--- src/hdl/fgq_ram.sv ---
module fgq_ram #(
   parameter int unsigned WIDTH = 8,
   parameter int unsigned DEPTH = 64
) (
   input  logic                     clock,
   input  logic                     wr_en,
   input  logic [$clog2(DEPTH)-1:0] wr_addr,
   input  logic [WIDTH-1:0]         wr_data,
   input  logic [$clog2(DEPTH)-1:0] rd_addr,
   output logic [WIDTH-1:0]         rd_data
);

   logic [WIDTH-1:0] mem_ff [DEPTH];
   logic [WIDTH-1:0] rd_data_ff;

   always_ff @(posedge clock) begin
      if (wr_en) begin
         mem_ff[wr_addr] <= wr_data;
      end
      rd_data_ff <= mem_ff[rd_addr];
   end

   assign rd_data = rd_data_ff;

endmodule

--- config.mk ---
export PLATFORM = sky130hd
export DESIGN_NAME = fgq_ram
export DESIGN_NICKNAME = d
export VERILOG_FILES = /design/src/hdl/fgq_ram.sv
export SDC_FILE = /design/constraint.sdc
export NUM_CORES = 1
export LEC_CHECK = 0
export BUFFER_PORTS_ARGS = -buffer_cell sky130_fd_sc_hd__buf_4
export CORE_ASPECT_RATIO = 1.75
export CORE_MARGIN = 3
export CORE_UTILIZATION = 45
export DETAILED_ROUTE_END_ITERATION = 8
export GPL_TIMING_DRIVEN = 0
export SLEW_MARGIN = 40
export SYNTH_ARGS = -nofsm -noshare
export SYNTH_HDL_FRONTEND = slang
export SYNTH_SLANG_ARGS = --single-unit
--- constraint.sdc ---
create_clock -name clock -period 2.29 [get_ports clock]
set_clock_uncertainty 0.05 [all_clocks]
set_input_delay 0.1145 -clock clock [delete_from_list [all_inputs] [get_ports clock]]
set_output_delay 0.1145 -clock clock [all_outputs]
set_load 0.03 [all_outputs]
Yosys cells after proc, flatten, opt, wreduce, memory -nomap -nowiden
Memory sizes are Yosys's and may differ from the RTL's. A register that Yosys moved wholly into a read port is not among the register bits.
Cells that the tools add are included.
{"block": "totals", "in_bits": 22, "memories": 1, "regBits": 0, "ram_bits": 512, "word_cells": 3}
{"block": "op_classes", "muxes": 2}
{"name": "mem_ff", "words": 64, "width": 8, "read_ports": 1, "rd_clocked_by_memory_dff": 1, "write_ports": 1, "line_no": "13", "source": "logic [WIDTH-1:0] mem_ff [DEPTH];"}
{"operator": "two-way mux 1 bit", "n": 2}

Depth between registers and ports, before layout
{"block": "logic_depth", "ltp_word": 2, "mapped_depth": 9, "ltp_nobuf": 5}

Worst setup path after synthesis
No wires, ideal clock.
{"block": "synth_timing", "kind": "input to register", "startpoint": "input rd_addr[1]", "endpoint": "register rd_data_ff[3], in the netlist rd_data[3] (read register of mem_ff)", "path_stages": 7, "path_slack_ps": 458, "arrival_time_ps": 1654, "n_path_buf": 3, "path_cell_list": "buf_4 buf_2 buf_2 mux4_2 mux4_2 o21ai_1 o41ai_1"}
{"element": "start, declared", "line_no": "9", "source": "input logic [$clog2(DEPTH)-1:0] rd_addr,"}
{"element": "end, declared", "line_no": "14", "source": "logic [WIDTH-1:0] rd_data_ff;"}

==> results.md <==
* Crit path setup slack, layout at a little over 50 ps
* Post-Synth Simple-Gate Area at 3.39%
* Row count at just over 100
* Routability Congestion at 0.898
* Initial antenna violation count at 1
* R2R Setup Slk at 50 ps
* Setup-failing EPs final at 0
* Largest family of logic cells by synthesized area: multiplexers
* R2R Path Start: mem_ff[29][6]
* Commonest non-fill, non-tap cell in the layout: edfxtp_1
* Synth Area in Compound Gates at 2.07%
* Data required, critical path at around 2600 ps
* Syn_nets at 962
* Worst Hold End: mem_ff[51][7]
* DR pass1 iterations at 6
* Leak Pwr at approximately 7 nW
* I/O Buffers at 21
* GRT Util Overall at 21.1%
* Area growth syn-to-layout at 11.9%
* Vias in the first global route at 9988
* RSZ-0062 raised after global routing: no
* Clock sink count at 520
* Critical Path AT at roughly 2600 ps
* CP endpoint kind: register
* Fin crit share at 97.8%
* Grt ovf at 0
* Worst slew margin at 41.8%
* Most frequent cells in the layout: edfxtp_1, mux4_2, nor2_1, clkbuf_16, buf_4
* Sequential-to-total area share from yosys stat at about 77%
* Pwr Density at 841 nW/µm²
* Crit path launch type: register
* Die footprint at 47500 µm²
* Worst-path clk slew at approximately 70 ps
* XOR/XNOR Fraction of Synth Area at 0%
* IO Count at 30
* WL final at 50000 µm
* Synth Warn # at 0
* Yosys cell types at 40
* CP max FO at 1
* Ratio of cells with drive above 1 in the final layout at 28.4%
* Min Tclk post-route at 2240 ps
* Global-route wire length before repair at 71100 µm
* Longest Clk Path Bufs at 3
* Core Region at 44300 µm²
* Status: completed
* Yosys reg bits at 520
* Cells on worst reg2reg path at 5
* Post-synth EDFFs at 512
* Slew Viols, Final at 0
* DRC at 0
* Synth Instances at 940
* Fin Hold WS at 68.8 ps
* F_max at 447 MHz
* Mux cell area share after synthesis at 15.9%
* Detailed router's first-iteration violation count at 778
* CTS Buf Count at 45
* RR Endpoint: rd_data[6]
* Clock latency on the worst-skew pair at between 500 and 600 ps
* Antenna Nets Post-Route at 0
* Inserted Diodes at 0
* Mapped cell area at 20200 µm²
* Final Hold Viols at 0
* DR WL/cell at 31.0 µm
* Vias per std cell at 6.00
* H-tree depth at 2
* Utilization after layout at around 51%
* Kind of critical path: reg -> reg
* Die Ht at 286 µm
* Maxcap violations at 0
* Worst Tran Pin Value at 870 ps
* Async S/R FF share, synth at 0%
* CTS tree: yes
* Worst VDD drop at 0.528 mV
* Via count at about 9.7k
* Main synth FF type: edfxtp_1
* Die Wd at 166 µm
* Largest net degree at the start of global routing at 65
* Initial core utilization at 45.5%
* Nets at 1031
* Root Driver: clkbuf_16
* Mapped Avg Cell Area at 21.5 µm²
* WHS Path Cells at 1
* Detailed placement HPWL at roughly 33000 µm
* Hold Crit Class: in -> reg
* Dpl ws at -708 ps
* Hold path startpoint: wr_data[7]
* Post-synthesis adder-cell area fraction at 0%
[worst max-delay path: stages (launching register included)]
cell	delay [ps]
edfxtp_1	380
mux4_2	480
mux2_2	320
o221a_2	300
nor3_1	310
o32ai_1	230
[kinds of logic (layout without fill, tap and decap cells)]
family,after synthesis,in the layout
muxes,162,162
DFF,520,520
and+or+nand+nor,153,153
buffers and inverters,51,151
AOI/OAI and AO/OA,54,54
[through the flow]
stage | setup TNS, ps | total power [mW] | area [µm²] | std cells
final | 0 | 19.0 | 22600 | 1612
after CTS | 0 | 19.1 | 22500 | 1613
after floorplan | 0 | 11.4 | 20200 | 940
after detailed placement | -58420 | 11.9 | 21100 | 1534
after global placement | -43150 | 11.9 | 21000 | 1533
after global routing | 0 | 19.5 | 22600 | 1612
[Yosys cell counts (6+ instances only)]
cell type,number,area share (%)
nor2b_1,14,0.43
nand2b_1,7,0.22
o221ai_1,8,0.35
a221oi_1,6,0.26
o22ai_1,8,0.25
nor3_1,7,0.17
edfxtp_1,512,76
nor2_1,83,1.5
nand2_1,19,0.35
mux4_2,126,14
dfxtp_1,8,0.79
buf_2,11,0.27
buf_4,13,0.48
mux2i_1,23,1.1
nand3_1,13,0.32
clkbuf_1,17,0.32
mux2_2,13,0.73
[power by group]
group	switching, mW	leakage, nW	internal, mW
clock	3.25	0.683	4.07
combinational	0.729	1.57	0.392
sequential	0.0185	4.67	10.5
[final cells by class]
| class | count | area (µm²) |
|---|---|---|
| buffer | 50 | 319 |
| clock buffer | 54 | 1200 |
| clock inverter | 24 | 188 |
| fill | 3448 | 21700 |
| multi-input combinational | 369 | 4430 |
| sequential | 520 | 15500 |
| tap | 572 | 716 |
| timing repair buffer | 23 | 175 |
[worst max path at each step]
stage                             start         end  slack [ps]  cells past startpoint
after global routing      mem_ff[29][6]  rd_data[6]          40                      5
final                     mem_ff[29][6]  rd_data[6]          50                      5
after CTS                    rd_addr[2]  rd_data[6]           8                      8
after detailed placement     rd_addr[1]  rd_data[7]        -710                      9
after floorplan              rd_addr[1]  rd_data[3]         460                      7
after global placement       rd_addr[1]  rd_data[5]        -690                      7
[sequential cells by signal, indices dropped and copies added, names as in the netlist]
signal and cells:
mem_ff 512, rd_data 8
[metal layers]
metal | GRT usage, % | routed length, µm
met1 | 23.9 | 17500
met2 | 39.8 | 27900
met3 | 2.31 | 2160
met4 | 9.59 | 2460
met5 | 0 | 0
[what timing repair did]
item                                   CTS  global route
endpoints found under the hold margin    3             0
pin swaps                                0             0
gates resized for setup                  1             2
setup endpoints to repair                4             3
cloned                                   0             0
setup buffers                            0             0
hold buffers                             1             0
Power figures use the tool's default switching activity.
