[src/hdl/fgq_pkg.sv]
package fgq_pkg;

   localparam int unsigned ID_W     = 6;
   localparam int unsigned TALLY_W  = 9;
   localparam int unsigned STATUS_W = 2;
   localparam int unsigned FUNC_W   = 3;
   localparam int unsigned CNT_W    = 7;
   localparam int unsigned RESULT_CAP = 64;

   // request kinds
   localparam logic [FUNC_W-1:0] FUNC_ADD      = 3'd0;
   localparam logic [FUNC_W-1:0] FUNC_INFLUENT = 3'd1;
   localparam logic [FUNC_W-1:0] FUNC_ACTIVE   = 3'd2;
   localparam logic [FUNC_W-1:0] FUNC_MUTUAL   = 3'd3;
   localparam logic [FUNC_W-1:0] FUNC_SUGGEST  = 3'd4;

   // result status codes
   localparam logic [STATUS_W-1:0] STAT_OK    = 2'd0;
   localparam logic [STATUS_W-1:0] STAT_FULL  = 2'd1;
   localparam logic [STATUS_W-1:0] STAT_RANGE = 2'd2;

   // outcome of the shared compare unit
   typedef struct packed {
      logic gt;
      logic eq;
   } cmp_res_type;

endpackage

[src/hdl/fgq_cmp.sv]
module fgq_cmp (
   input  logic [8:0]          op_x,
   input  logic [8:0]          op_y,
   output fgq_pkg::cmp_res_type res
);
   import fgq_pkg::*;

   // single magnitude compare shared by every scan step
   always_comb begin
      res.gt = (op_x > op_y);
      res.eq = (op_x == op_y);
   end

endmodule

[config.mk]
export PLATFORM = sky130hd
export DESIGN_NAME = fgq_cmp
export DESIGN_NICKNAME = d
export VERILOG_FILES = /design/src/hdl/fgq_pkg.sv /design/src/hdl/fgq_cmp.sv
export SDC_FILE = /design/constraint.sdc
export NUM_CORES = 1
export LEC_CHECK = 0
export BUFFER_PORTS_ARGS = -buffer_cell sky130_fd_sc_hd__buf_2
export CORE_AREA = 2 2 39 41
export DETAILED_ROUTE_END_ITERATION = 10
export DIE_AREA = 0 0 41 43
export GPL_TIMING_DRIVEN = 0
export PLACE_DENSITY_LB_ADDON = 0.08
export SLEW_MARGIN = 15
export SYNTH_ARGS = -nofsm -noshare
export SYNTH_HDL_FRONTEND = slang
export SYNTH_SLANG_ARGS = --single-unit
[constraint.sdc]
create_clock -name vclk -period 1
set_input_delay 0.05 -clock vclk [all_inputs]
set_output_delay 0.05 -clock vclk [all_outputs]
set_load 0.1 [all_outputs]
* Yosys cells after proc, flatten, opt, wreduce, memory -nomap -nowiden
Cells that the tools add are included.
Word-level totals: register bits 0, word-level logic and storage cells 2
Cells by class: order comparisons 1, equal/unequal tests 1
Operators with widths (count):
- equality test 9 bit | 1
- > comparator 9 bit | 1

* Depth between registers and ports, before layout
Gate-level depths: netlist of run 1.
word-level depth 1, gate-level depth with buffers 6

* Worst setup path before layout of run 1
OpenSTA, ideal clock, no wires.
path type input port to output port, start in op_y[7], end out res[1] (netlist name), arrival 2.314 ns, required time 0.950 ns, setup slack -1.364 ns, cell stages on the path 5, cells stage by stage inv_1 -> ha_1 -> nand4_2 -> nor3_2 -> a21oi_2
RTL lines:
- start: declaration | line fgq_cmp.sv:3 | input logic [8:0] op_y,
- end: declaration | line fgq_cmp.sv:4 | output fgq_pkg::cmp_res_type res

==> qor.txt, run 1 <==
status - complete, but fails checks
failing checks - negative setup slack
# clk buffers - 0
met3 Usage GRT - 0
largest delay contributor family on the critical path - buffers and inverters
Rows - 14
sequential cell count - 0
distinct cell type count after synthesis - 12
Die Ht - 43 um
top-area cell type share of the netlist area - 0.4478
Setup-failing EPs final - 2
# nets final - 83
layout cells sized above 1 - 0.8148
grt met1 use - 0.1143
met2 Use GR - 0.2156
final wirelength - 730 um
Final period util - 1.270
CP cell instances - buf_2 -> ha_4 -> nand4_1 -> buf_4 -> nor3_4 -> a21oi_4 -> buf_12
Post-Syn Area per Cell - 7.621 um2
Register Area - 0 um2
critical path class - in -> out
Fin. Hold Viols - 0
CP Data Arrival Time - 1220 ps
Max Fclk - 0.7873 GHz
First DRT Iteration DRCs - 0
Syn. warnings - 0
Max transition margin - 0.8231
worst path required time - 950 ps
WHS Endpoint - res[1]
number of top-level pins - 20
initial antenna violation count - 0
Max FO, Critical Path - 2
most frequent cells in the layout - buf_2, ha_4, buf_6
GRT Total Usage - 0.1050
DP Area - 531.8 um2
vias in the first global route - 329
Area Overhead vs Synth - 147.8%
RSZ-0062 raised after global routing - true
Hold Path Depth - 5
Non-Filler Cell Area, Final - 623.1 um2
Max Slew Vio Count - 0
first-pass GRT wire length - 1345 um
pwr dens - 485.6 nW/um2
DRC violations left - 0
overall die width - 41 um
Max-Cap Viols - 0
Placed Cells - 69
grt peak-use layer - met2
actual slew at the worst max-slew pin - 264.4 ps
endpoint class of the critical path - output pin
Port Buffers - 20
VDD IR max - 163.4 uV
Hold Crit Class - in -> out
Setup WS pre-CTS - -508.9 ps
via count - 308
gpl congestion - 0.6305
post-layout min period - 1270 ps
HP Start - op_x[8]
largest net degree at the start of global routing - 4
DRT antenna net count - 0
CP max stage delay - 260 ps
Non-Filler Instances - 70
drt pass-1 iters - 1
Core ar. - 1384 um2
Initial Util - 0.1817
Synth Cell Area - 251.5 um2
Synth area leader - ha_1
routed length per instance - 10.43 um
Vias/cell - 4.400
slowest CP cell - ha_4
register area share after synthesis - 0
Worst Path Buf+Inv - 3
Ant. Diodes - 0
Static Leakage - 0.0002628 uW
DP HPWL - 650.8 um
Syn Inst Count - 33
grt ovf - 0
fillers - 138
leading cell type in the layout, fill and taps excluded - buf_2
Area contributors post-synth - ha_1, inv_1, nor3_2, nand4_2, a21oi_1
syn nets - 60
die area - 1763 um2
Startpoint Class - primary input
final worst slack - -270.2 ps
-- Yosys cell counts --
master and number:
nor2_1 1, nand2_1 1, nor3_2 3, o21ai_0 2
a211oi_1 1, inv_1 10, nand4_1 1, nand2b_2 1
nand4_2 1, a21oi_2 1, ha_1 9, a21oi_1 2
-- logic make-up (layout without fill, tap and decap cells) --
| group | count (synthesis) | count (layout) | share of synthesized area |
|---|---|---|---|
| AOI/OAI and AO/OA | 6 | 6 | 0.1443 |
| and+or+nand+nor | 8 | 8 | 0.2587 |
| adders and majority gates | 9 | 9 | 0.4478 |
| buffers and inverters | 10 | 31 | 0.1493 |
-- per-layer routing --
layer  vias up  part of all wire
met3         0             0.034
met4         0                 0
met1       145              0.30
met5         -                 0
met2         9              0.66
li1        154                 -
-- worst max-delay path by stage --
stage | slack, ps | to | depth (start not counted) | from
2_1_floorplan | -670 | res[1] | 5 | op_y[5]
3_3_place_gp | -480 | res[1] | 8 | op_y[5]
3_5_place_dp | -510 | res[1] | 8 | op_y[5]
4_1_cts | -260 | res[1] | 8 | op_y[6]
5_1_grt | -320 | res[1] | 8 | op_y[6]
6_report | -270 | res[1] | 7 | op_x[3]
-- power breakdown --
part | total, uW | internal [uW] | switching (uW)
clock | 0 | 0 | 0
sequential | 0 | 0 | 0
combinational | 303 | 150 | 152
total | 303 | 150 | 152
-- worst min-delay path, stage by stage --
cell and delay [ps]:
buf_2 100, ha_4 120, nor3_2 50, a21oi_4 130, buf_12 180
-- timing repair --
| action | 4_1_cts | 5_1_grt |
|---|---|---|
| setup endpoints to repair | 2 | 2 |
| setup buffers | 1 | 0 |
| pin swaps | 5 | 0 |
| hold buffers | 0 | 0 |
| resized for setup | 18 | 3 |
-- cell type report --
type,count,area [um2],share of cell area
inverters,10,77.57,0.1245
well taps,16,20.02,0.03213
multi-input cells,23,347.8,0.5582
repair buffers,21,177.7,0.2851
-- per-stage QoR --
| step | power [uW] | utilization | hold slack [ps] | setup TNS [ps] |
|---|---|---|---|---|
| after floorplan | 174.3 | - | 491.0 | -1044 |
| after global placement | 246.7 | 0.3843 | 807.1 | -878.0 |
| after detailed placement | 257.6 | 0.3843 | 825.1 | -916.9 |
| after CTS | 303.6 | 0.4430 | 679.1 | -470.4 |
| after global routing | 336.5 | 0.4503 | 703.3 | -616.2 |
| final | 302.6 | 0.4503 | 677.9 | -527.5 |
Note: power is estimated with default switching activity, not from simulation.
==> inputs of run 2 (changes only) <==
--- a/config.mk
+++ b/config.mk
@@ -11,7 +11,7 @@
 export DIE_AREA = 0 0 41 43
 export GPL_TIMING_DRIVEN = 0
 export PLACE_DENSITY_LB_ADDON = 0.08
-export SLEW_MARGIN = 15
+export SLEW_MARGIN = 20
 export SYNTH_ARGS = -nofsm -noshare
 export SYNTH_HDL_FRONTEND = slang
 export SYNTH_SLANG_ARGS = --single-unit
==> constraint.sdc (replaced) <==
create_clock -name vclk -period 1.6
set_input_delay 0.08 -clock vclk [all_inputs]
set_output_delay 0.08 -clock vclk [all_outputs]
set_load 0.1 [all_outputs]
==> run 2 against run 1 <==
The run now ends clean. Final cell count decreased by 1.4%. Setup slack improved by 410 ps. Sequential share of layout area stayed put. Critical endpoint is now res[0]. Combinational power down 48%. Global-route usage decreased by 1.5 points. Highest routed layer unchanged. Flip-flop and latch count is the same.
==> qor.txt, run 2 (same netlist as run 1, synthesis figures left out) <==
status - completed
sequential cell count - 0
endpoint class of the critical path - output pin
max layer used - met3
Area Overhead vs Synth - 112.4%
Max-Cap Viols - 0
GRT Total Usage - 0.09000
DP HPWL - 650.8 um
# clk buffers - 0
Setup WS pre-CTS - 31.08 ps
overall die width - 41 um
VDD IR max - 102.6 uV
number of top-level pins - 20
Clk pwr share - 0
net load switching power - 88.60 uW
actual slew at the worst max-slew pin - 483.6 ps
DP Area - 531.8 um2
Initial Util - 0.1817
area of the multi-input gates - 336.6 um2
largest net degree at the start of global routing - 4
Rows - 14
hold slack - 842.1 ps
drt pass-1 iters - 1
Startpoint Class - primary input
worst path required time - 1520 ps
routed length per instance - 9.174 um
grt ovf - 0
Final period util - 0.9138
Max FO, Critical Path - 3
Comb power frac - 1.000
via count - 300
pwr dens - 296.7 nW/um2
layout cells sized above 1 - 0.7925
Core ar. - 1384 um2
die area - 1763 um2
DRC violations left - 0
Routed met1 length - 197 um
Max Slew Vio Count - 0
fillers - 145
sw frac - 0.5589
Static Leakage - 0.0002334 uW
Reg power frac - 0
post-layout min period - 1462 ps
Port Buffers - 20
CP cell instances - buf_2 -> inv_12 -> ha_4 -> nand4_4 -> nor3_4 -> buf_2
Die Ht - 43 um
gpl congestion - 0.6305
Vias/cell - 4.348
Hold Crit Class - in -> out
critical path class - in -> out
Register Area - 0 um2
final worst slack - 138.0 ps
Ant. Diodes - 0
first-pass GRT wire length - 1166 um
most frequent cells in the layout - buf_2, ha_4, inv_4
CP most frequent cell - buf_2
Non-Filler Cell Area, Final - 534.3 um2
WL met3 - 31 um
initial antenna violation count - 0
vias in the first global route - 310
CP max stage delay - 460 ps
Max transition margin - 0.6798
DRT antenna net count - 0
Worst Path Buf+Inv - 3
First DRT Iteration DRCs - 0
CP Data Arrival Time - 1380 ps
internal cell power - 69.94 uW
hold buffer count at cts - 0
Setup-failing EPs final - 0
largest delay contributor family on the critical path - buffers and inverters
RSZ-0062 raised after global routing - false
Max Fclk - 0.6840 GHz
final wirelength - 633 um
Post-CTS Repair Setup Buffers - 0
leading cell type in the layout, fill and taps excluded - buf_2
# nets final - 82
Fin. Hold Viols - 0
slowest CP cell - buf_2
met2 wire len - 403 um
PostCTS Resize Cnt - 0
==> run 2: power by group through the flow <==
stage	Sequential [uW]	Combinational, uW	Clock (uW)
floorplan	0	109	0
finish	0	159	0
detailed placement	0	161	0
global route	0	180	0
CTS	0	161	0
global placement	0	154	0
==> run 2: final timing paths <==
check	start	cells past startpoint	to	slack (ps)
setup / recovery	op_y[8]	6	res[0]	140
hold / removal	op_x[8]	5	res[1]	840
==> run 2: cell type report <==
class	count	share of cell area
inverter	10	0.1405
multi-input combinational	23	0.6300
tap	16	0.03747
timing repair buffer	20	0.1920
==> run 2: per-layer routing <==
layer  global-route usage  vias to the layer above
li1                     -                      152
met1              0.09206                      139
met4                    0                        0
met3                    0                        0
met5                    0                        -
met2               0.1906                        9
==> run 2: through the flow <==
stage                     total power, uW  instances  setup TNS [ps]    util
after global placement              154.2         69               0  0.3843
after detailed placement            161.0         69               0  0.3843
final                               158.5         69               0  0.3861
after CTS                           161.2         69               0  0.3843
after floorplan                     108.9         33          -134.9       -
after global routing                179.6         69               0  0.3861
==> inputs of run 3 (changes only) <==
--- a/config.mk
+++ b/config.mk
@@ -6,6 +6,8 @@
 export NUM_CORES = 1
 export LEC_CHECK = 0
 export BUFFER_PORTS_ARGS = -buffer_cell sky130_fd_sc_hd__buf_2
+export CELL_PAD_IN_SITES_DETAIL_PLACEMENT = 0
+export CELL_PAD_IN_SITES_GLOBAL_PLACEMENT = 1
 export CORE_AREA = 2 2 39 41
 export DETAILED_ROUTE_END_ITERATION = 10
 export DIE_AREA = 0 0 41 43
==> run 3 against run 2 <==
Maximum frequency up 0.14%. Routed wire length is 2.2% lower. Combinational power is essentially flat. Critical path type unchanged. Die area stayed put. Critical endpoint unchanged. Sequential share of layout area unchanged. Largest power group unchanged. Non-clock buffer count unchanged. Critical path depth did not move. First-iteration DRC count unchanged.
==> qor.txt, run 3 (same netlist as run 1, synthesis figures left out) <==
total power - 159.2 uW
first-pass GRT wire length - 1159 um
# nets final - 82
worst path required time - 1520 ps
via count - 294
DP HPWL - 637.8 um
final wirelength - 619 um
die area - 1763 um2
First DRT Iteration DRCs - 0
Rows - 14
Port Buffers - 20
internal cell power - 70.10 uW
hold buffer count at cts - 0
Reg power frac - 0
Register Area - 0 um2
slowest CP cell - buf_2
Startpoint Class - primary input
Final period util - 0.9124
vias in the first global route - 293
pwr dens - 297.9 nW/um2
Ant. Diodes - 0
status - completed
CP max stage delay - 460 ps
Setup crit start - op_y[8]
number of top-level pins - 20
Fin. Hold Viols - 0
final setup TNS - 0 ps
fillers - 142
final core occ - 0.3861
largest net degree at the start of global routing - 4
CP Capture Point - res[0]
Initial Util - 0.1817
Hold Crit Class - in -> out
Max transition margin - 0.6783
Area Overhead vs Synth - 112.4%
VDD IR max - 79.88 uV
actual slew at the worst max-slew pin - 485.9 ps
sw frac - 0.5595
sequential cell count - 0
overall die width - 41 um
critical path class - in -> out
Comb power frac - 1.000
gpl congestion - 0.5913
DP Area - 531.8 um2
CP Data Arrival Time - 1380 ps
CP cell instances - buf_2 -> inv_12 -> ha_4 -> nand4_4 -> nor3_4 -> buf_2
drt pass-1 iters - 1
Max FO, Critical Path - 3
Max Fclk - 0.6850 GHz
Static Leakage - 0.0002334 uW
# clk buffers - 0
Max-Cap Viols - 0
leading cell type in the layout, fill and taps excluded - buf_2
Core ar. - 1384 um2
RSZ-0062 raised after global routing - false
DRT antenna net count - 0
Die Ht - 43 um
Max Slew Vio Count - 0
grt ovf - 0
Setup WS pre-CTS - 47.90 ps
routed length per instance - 8.971 um
DRC violations left - 0
Clk pwr share - 0
CP most frequent cell - buf_2
initial antenna violation count - 0
GRT Total Usage - 0.09000
post-layout min period - 1460 ps
layout cells sized above 1 - 0.7925
endpoint class of the critical path - output pin
Non-Filler Cell Area, Final - 534.3 um2
Setup-failing EPs final - 0
most frequent cells in the layout - buf_2, ha_4, inv_4
Vias/cell - 4.261
final worst slack - 140.1 ps
area of the multi-input gates - 336.6 um2
net load switching power - 89.06 uW
-- run 3: power groups by stage --
stage	Combinational, uW	Sequential, uW	Clock, uW
6_report	159	0	0
5_1_grt	179	0	0
4_1_cts	161	0	0
3_5_place_dp	161	0	0
3_3_place_gp	154	0	0
2_1_floorplan	109	0	0
-- run 3: how the worst min path moves through the flow --
| stage | from | end | slack, ps | cells after the start |
|---|---|---|---|---|
| floorplan | op_x[7] | res[0] | 550 | 3 |
| global placement | op_y[0] | res[0] | 870 | 5 |
| detailed placement | op_x[7] | res[0] | 890 | 5 |
| CTS | op_x[7] | res[0] | 890 | 5 |
| global route | op_x[8] | res[1] | 880 | 5 |
| finish | op_x[8] | res[1] | 850 | 5 |
-- run 3: stage by stage --
stage / instances / hold slack, ps
4_1_cts: 69 / 886.8
6_report: 69 / 847.2
2_1_floorplan: 33 / 551.0
5_1_grt: 69 / 877.7
3_3_place_gp: 69 / 867.8
3_5_place_dp: 69 / 886.9
-- run 3: routing by layer --
layer,part of all wire,GRT usage,vias up
met5,0,0,-
met4,0,0,0
met3,0.058,0,0
met2,0.63,0.1906,9
met1,0.31,0.09206,133
li1,-,-,152
-- run 3: cell type report --
cell class / count / share of cell area
multi-input cells: 23 / 0.6300
well taps: 16 / 0.03747
inverters: 10 / 0.1405
repair buffers: 20 / 0.1920
-- run 3: worst max-delay path: cells and delay by family --
family,cells,cell delay (ps)
and+or+nand+nor,2,380
buffers and inverters,3,650
adders and majority gates,1,260
-- run 3: timing repair --
item	CTS	global route
endpoints found under the setup margin	0	1
buffers inserted	0	0
gates resized for setup	0	1
